<file path="src/rtl/core/ppf_pkg.sv">
// ppf_pkg: shared sizes, command codes, item structs and control/status types
// for the point-in-polygon filter; no dependencies
package ppf_pkg;

	localparam int MAX_VERTICES = 64;
	localparam int COORD_BITS   = 24;
	localparam int VCNT_W       = $clog2(MAX_VERTICES + 1);
	localparam int VIDX_W       = $clog2(MAX_VERTICES);
	localparam int DIFF_W       = COORD_BITS + 1;
	localparam int PROD_W       = 2 * DIFF_W;

	localparam logic [1:0] CMD_CLEAR  = 2'd0;
	localparam logic [1:0] CMD_APPEND = 2'd1;
	localparam logic [1:0] CMD_TEST   = 2'd2;

	typedef struct packed {
		logic [1:0]                   command;
		logic signed [COORD_BITS-1:0] coord_x;
		logic signed [COORD_BITS-1:0] coord_y;
	} ppf_req_t;

	typedef struct packed {
		logic              inside_res;
		logic [VCNT_W-1:0] vertices_held;
	} ppf_res_t;

	typedef enum logic [1:0] {
		ST_IDLE,
		ST_WALK,
		ST_DRAIN
	} ppf_state_t;

	typedef struct packed {
		logic              clear;
		logic              append;
		logic              load_point;
		logic              rd_en;
		logic              rd_prime;
		logic [VIDX_W-1:0] rd_addr;
		logic              finish;
	} ppf_ctl_t;

	typedef struct packed {
		logic [VCNT_W-1:0] count;
		logic              pipe_busy;
	} ppf_status_t;

endpackage

</file>
<file path="src/rtl/core/ppf_ctrl.sv">
// ppf_ctrl: command decode and edge-walk sequencer for the point-in-polygon filter
// depends on ppf_pkg
module ppf_ctrl
	import ppf_pkg::*;
(
	input  logic        clk,
	input  logic        arst_n,
	input  logic        start,
	input  logic [1:0]  command,
	input  ppf_status_t status,
	output logic        busy,
	output ppf_ctl_t    ctl
);

	ppf_state_t        state_q, state_d;
	logic [VIDX_W-1:0] idx_q, idx_d;
	logic [VIDX_W-1:0] last_idx;

	assign last_idx = VIDX_W'(status.count - 1'b1);

	always_ff @(posedge clk or negedge arst_n) begin
		if (!arst_n) begin
			state_q <= ST_IDLE;
			idx_q   <= '0;
		end else begin
			state_q <= state_d;
			idx_q   <= idx_d;
		end
	end

	always_comb begin
		state_d = state_q;
		idx_d   = idx_q;
		ctl     = '0;
		case (state_q)
			ST_IDLE: begin
				if (start) begin
					case (command)
						CMD_CLEAR:  ctl.clear  = 1'b1;
						CMD_APPEND: ctl.append = 1'b1;
						CMD_TEST: begin
							ctl.load_point = 1'b1;
							if (status.count == '0) begin
								ctl.finish = 1'b1;
							end else begin
								// prime with the closing vertex
								ctl.rd_en    = 1'b1;
								ctl.rd_prime = 1'b1;
								ctl.rd_addr  = last_idx;
								idx_d        = '0;
								state_d      = ST_WALK;
							end
						end
						default: ;
					endcase
				end
			end
			ST_WALK: begin
				ctl.rd_en   = 1'b1;
				ctl.rd_addr = idx_q;
				if (idx_q == last_idx) begin
					state_d = ST_DRAIN;
				end else begin
					idx_d = idx_q + 1'b1;
				end
			end
			ST_DRAIN: begin
				if (!status.pipe_busy) begin
					ctl.finish = 1'b1;
					state_d    = ST_IDLE;
				end
			end
			default: state_d = ST_IDLE;
		endcase
	end

	assign busy = (state_q != ST_IDLE);

	a_walk_nonempty: assert property (@(posedge clk) disable iff (!arst_n)
		(state_q == ST_WALK) |-> (status.count != '0))
		else $error("edge walk with an empty polygon");

	a_walk_in_range: assert property (@(posedge clk) disable iff (!arst_n)
		(state_q == ST_WALK) |-> ({1'b0, idx_q} < status.count))
		else $error("vertex index past the held count");

	a_drain_exit: assert property (@(posedge clk) disable iff (!arst_n)
		(state_q == ST_DRAIN) |=> (state_q == ST_DRAIN || state_q == ST_IDLE))
		else $error("drain left for a state other than idle");

	a_walk_entry: assert property (@(posedge clk) disable iff (!arst_n)
		(state_q == ST_WALK && $past(state_q) == ST_IDLE) |-> (idx_q == '0))
		else $error("edge walk did not start at the first vertex");

endmodule

</file>
<file path="config.mk">
export PLATFORM = sky130hd
export DESIGN_NAME = ppf_ctrl
export DESIGN_NICKNAME = d
export VERILOG_FILES = /design/src/rtl/core/ppf_pkg.sv /design/src/rtl/core/ppf_ctrl.sv
export SDC_FILE = /design/constraint.sdc
export NUM_CORES = 1
export LEC_CHECK = 0
export BUFFER_PORTS_ARGS = -buffer_cell sky130_fd_sc_hd__buf_2
export CORE_MARGIN = 10
export CORE_UTILIZATION = 48
export CTS_CLUSTER_DIAMETER = 120
export CTS_CLUSTER_SIZE = 14
export DETAILED_ROUTE_END_ITERATION = 16
export PLACE_DENSITY = 0.78
export SYNTH_ARGS = -nofsm -noshare
export SYNTH_HDL_FRONTEND = slang
export SYNTH_SLANG_ARGS = --single-unit
export TNS_END_PERCENT = 30
</file>
<file path="constraint.sdc">
create_clock -name clk -period 2.1 [get_ports clk]
set_input_delay 0.105 -clock clk [delete_from_list [all_inputs] [get_ports clk]]
set_output_delay 0.105 -clock clk [all_outputs]
set_load 0.02 [all_outputs]
</file>
Word level (Yosys, flattened, before mapping)
Index checks and enable logic that the tools add are counted.

word-level totals
  register bits after elaboration = 8
  input port bits = 13
  output and inout port bits = 13
  logic and storage cells = 45

operators by class
  $add $sub $neg = 2
  equal/unequal tests = 11
  mux-type cells = 23
  reduce and logical (&&, ||, !) cells = 7

operators with widths
  cell                   count
  $mux W6                4
  $pmux W6 S2            2
  $mux W12               1
  $mux W10               1
  $mux W2                5
  $ne A2 B2 Y1 const B   5
  $reduce_and A5 Y1      2
  $mux W8                1
  $logic_not A7 Y1       1
  $add A6 B1 Y6 const B  1
  $eq A6 B6 Y1           1
  $pmux W2 S3            1
  $sub A6 B1 Y6 const B  1
  $mux W1                5
  $eq A2 B1 Y1 const B   2
  $eq A2 B2 Y1 const B   2
  $logic_not A2 Y1       2
  $pmux W1 S2            2
  $reduce_bool A2 Y1     2
  $mux W3                1
  $ne A2 B1 Y1 const B   1

Logic depth before layout (Yosys ltp)
  depth in word-level cells = 5
  gate-level depth with buffers = 9
  gate-level depth less buffers = 9

Worst setup path after synthesis
Ideal clock, no wire load.

  kind = flip-flop to flip-flop
  start point = register state_q[0]
  end point = register idx_q[0]
  library setup time = 125 ps
  arrival time = 1,456 ps
  required time = 1,975 ps
  path slack = 519 ps
  stages on the path, launching flop included = 8
  path buffers = 0
  clock period less this slack = 1,581 ps
  cell sequence = dfrtp_1 > nor2_1 > nand2_1 > inv_1 > nand2_1 > inv_1 > nor2_2 > mux2_4

between the ends
  word-level cells in the longest chain between the ends = 3
  elaborated cells on any way between the ends = 9
  classes of those cells = eq/ne: 5; mux: 1; reduce/logical: 3

ends and longest elaborated chain
  what                                                         line            source
  start, declared                                              ppf_ctrl.sv:15  ppf_state_t state_q, state_d;
  start signal, assigned                                       ppf_ctrl.sv:26  state_q <= state_d;
  $eq A2 B1 Y1 / $logic_not A2 Y1 (equally long branches)      ppf_ctrl.sv:35  case (state_q)
  $ne A2 B2 Y1 (no source line), or another cell as far along  -
  $reduce_and A5 Y1 (no source line)                           -
  end signal, assigned                                         ppf_ctrl.sv:27  idx_q <= idx_d;
  end, declared                                                ppf_ctrl.sv:16  logic [VIDX_W-1:0] idx_q, idx_d;

Several ways; a longest one is shown, not always the timed one.
A chain may end at the register's enable or synchronous reset.

==> flow_metrics.env <==
export IMPL_skew_ns=0.002495
export IMPL_timing_rr_end="idx_q[0]"
export IMPL_rows=13
export IMPL_dp_slack_ns=0.3329
export IMPL_grt_max_degree=11
export IMPL_start_util=0.5321
export IMPL_r2r_slack_ns=0.45
export IMPL_setup_viol=0
export IMPL_rsz0062_at_grt="no"
export IMPL_cap_violations=0
export IMPL_syn_area_um2=726.9
export IMPL_fin_crit_ns=1.732
export IMPL_cts_tree="yes"
export IMPL_track_usage=0.1099
export IMPL_finalSetupTns_ns=0
export IMPL_worstPathArrival_ns=1.63
export IMPL_seq_area_frac_synth=0.2754
export IMPL_dr_wl_met2_um=896
export IMPL_root_buffer="clkbuf_4"
export IMPL_synth_seq_cells=8
export IMPL_core_area_mm2=0.001366
export IMPL_r2r_start="idx_q[4]"
export IMPL_drive_gt1_frac=0.3158
export IMPL_wl_met3_um=203
export IMPL_layout_common_cells="buf_2 (25), inv_1 (9), nand2_1 (9)"
export IMPL_vias_per_cell=5.481
export IMPL_max_slew_worst_pin_slew_ns=0.4476
export IMPL_hp_start="status[0]"
export IMPL_routed_wl_mm=1.835
export IMPL_place_inst=125
export IMPL_timing_worst_setup_path_type="flip-flop to output pin"
export IMPL_p_per_area_mw_per_mm2=1208
export IMPL_dpl_cell_area_um2=870.8
export IMPL_syn_avg_cell_area_um2=8.552
export IMPL_gp_congestion=0.8984
export IMPL_die_h_um=58.92
export IMPL_clk_latency_ns=0.25
export IMPL_wl_met1_um=730
export IMPL_period_share=0.8247
export IMPL_cts_num_sinks=8
export IMPL_clk_path_buf_depth=2
export IMPL_final_common_cell="buf_2"
export IMPL_synthCells=85
export IMPL_outcome="complete, no violations"
export IMPL_grt_overflow=0
export IMPL_grt_pass1_wl_mm=3.105
export IMPL_path_max_fanout=8
export IMPL_htreeDepth=1
export IMPL_max_slew_margin=0.7010
export IMPL_whs_path_depth=3
export IMPL_synth_net_count=101
export IMPL_drc=0
export IMPL_instances_no_fill=129
export IMPL_post_cts_setup_buffers=0
export IMPL_rr_worst_depth=6
export IMPL_initialDrtViolationCount=11
export IMPL_fmax_mhz=577.4
export IMPL_cts_resized_gates=0
export IMPL_synthToLayoutAreaGrowth_pct=24.27
export IMPL_place_port_buffers=25
export IMPL_cp_start_kind="flip-flop"
export IMPL_synth_cell_types=30
export IMPL_crit_path_end_kind="output pin"
export IMPL_io_pins=26
export IMPL_numCtsBuffers=3
export IMPL_final_max_slew_viol_count=0
export IMPL_hp_class="primary input to flip-flop"
export IMPL_nets=132
export IMPL_min_to="state_q[1]"
export IMPL_ir_drop_mv=0.6686
export IMPL_leakage_uw=0.0004586
export IMPL_via_count=707
export IMPL_worst_hold_slack_ns=0.1213
export IMPL_die_area_mm2=0.003471
export IMPL_drt_antenna_violating_nets=0
export IMPL_routedWlPerCell_um=14.22
export IMPL_clk_pin_slew_worst_paths_ns=0.05
export IMPL_dr_pass1_iters=4
export IMPL_dp_final_hpwl_mm=1.599
export IMPL_yosysWarningCount=0
export IMPL_antenna_found_initial=0
export IMPL_first_global_vias=712
export IMPL_cp_required_ns=2.00
export IMPL_fin_area_um2=903.4
export IMPL_num_antenna_cells=0
export IMPL_die_w_um=58.92
export IMPL_highest_layer="met4"
export IMPL_hold_viol=0
export IMPL_fin_ws_ns=0.3682
[Yosys cell counts, drive strengths merged]
cell / count / area share
nand3: 4 / 0.028
xor2: 3 / 0.036
nor4b: 1 / 0.012
and3b: 1 / 0.012
ha: 3 / 0.052
nor3b: 1 / 0.017
inv: 9 / 0.046
o221ai: 1 / 0.012
and4: 2 / 0.028
xnor3: 1 / 0.031
o22ai: 3 / 0.026
nor2: 5 / 0.029
nor3: 3 / 0.028
nor2b: 2 / 0.017
xnor2: 8 / 0.096
a21oi: 4 / 0.043
nand2: 9 / 0.046
mux2: 2 / 0.036
a31oi: 1 / 0.0086
o21ai: 8 / 0.055
a22o: 2 / 0.024
dfrtp: 8 / 0.28
and3: 2 / 0.024
nand2b: 2 / 0.017
[power breakdown]
part           total [µW]  switching (µW)  internal [µW]
Sequential            311            91.1            220
Combinational         666             384            282
Clock                 115            49.5           65.2
[metrics by stage]
step / power, µW / util
after floorplan: 789.9 / -
after global placement: 966.8 / 0.6374
after detailed placement: 984.2 / 0.6374
after CTS: 1105 / 0.6612
after global routing: 1185 / 0.6612
final: 1092 / 0.6612
[repair_timing]
action,4_1_cts,5_1_grt
setup endpoints to repair,0,0
hold buffers,1,0
hold endpoints to repair,8,0
[sequential cells by signal (all words and copies together) (netlist names)]
register	cells
idx_q	6
state_q	2
[per-layer routing]
metal,GRT usage,vias up
li1,-,361
met1,0.1110,320
met2,0.1907,24
met3,0.06652,2
met4,0.01967,0
met5,0,-
[logic make-up (layout without fill, tap and decap cells)]
kind of cell	count (synthesis)	in the layout	synth area share
compound gates	19	19	0.1687
xor+xnor	12	12	0.1635
fa+ha+maj	3	3	0.05164
buf+inv	9	38	0.04647
flops	8	8	0.2754
mux	2	2	0.03614
simple gates	32	32	0.2582
[area by class of cell]
type                       instances  area (µm²)
sequential                         8       200.2
inverter                           9       33.78
clock buffer                       3       22.52
multi-input combinational         68       493.0
tap                               15       18.77
fill                             125       462.9
timing repair buffer              26       135.1
[critical path: stages (launching register included)]
cell and delay (ns):
dfrtp_1 0.40, nor2_1 0.14, nand2_1 0.08, inv_1 0.07, nand2_1 0.16, inv_1 0.20, a22o_1 0.15, buf_2 0.16
[worst max-delay path by stage]
stage	from	to	slack [ns]	cells after the start
floorplan	state_q[0]	idx_q[0]	0.52	7
global placement	status[1]	idx_q[0]	0.35	9
detailed placement	status[1]	idx_q[0]	0.33	9
CTS	state_q[0]	ctl[3]	0.36	7
global route	state_q[0]	ctl[3]	0.24	7
finish	state_q[0]	ctl[3]	0.37	7
(Power assumes the default switching activity.)
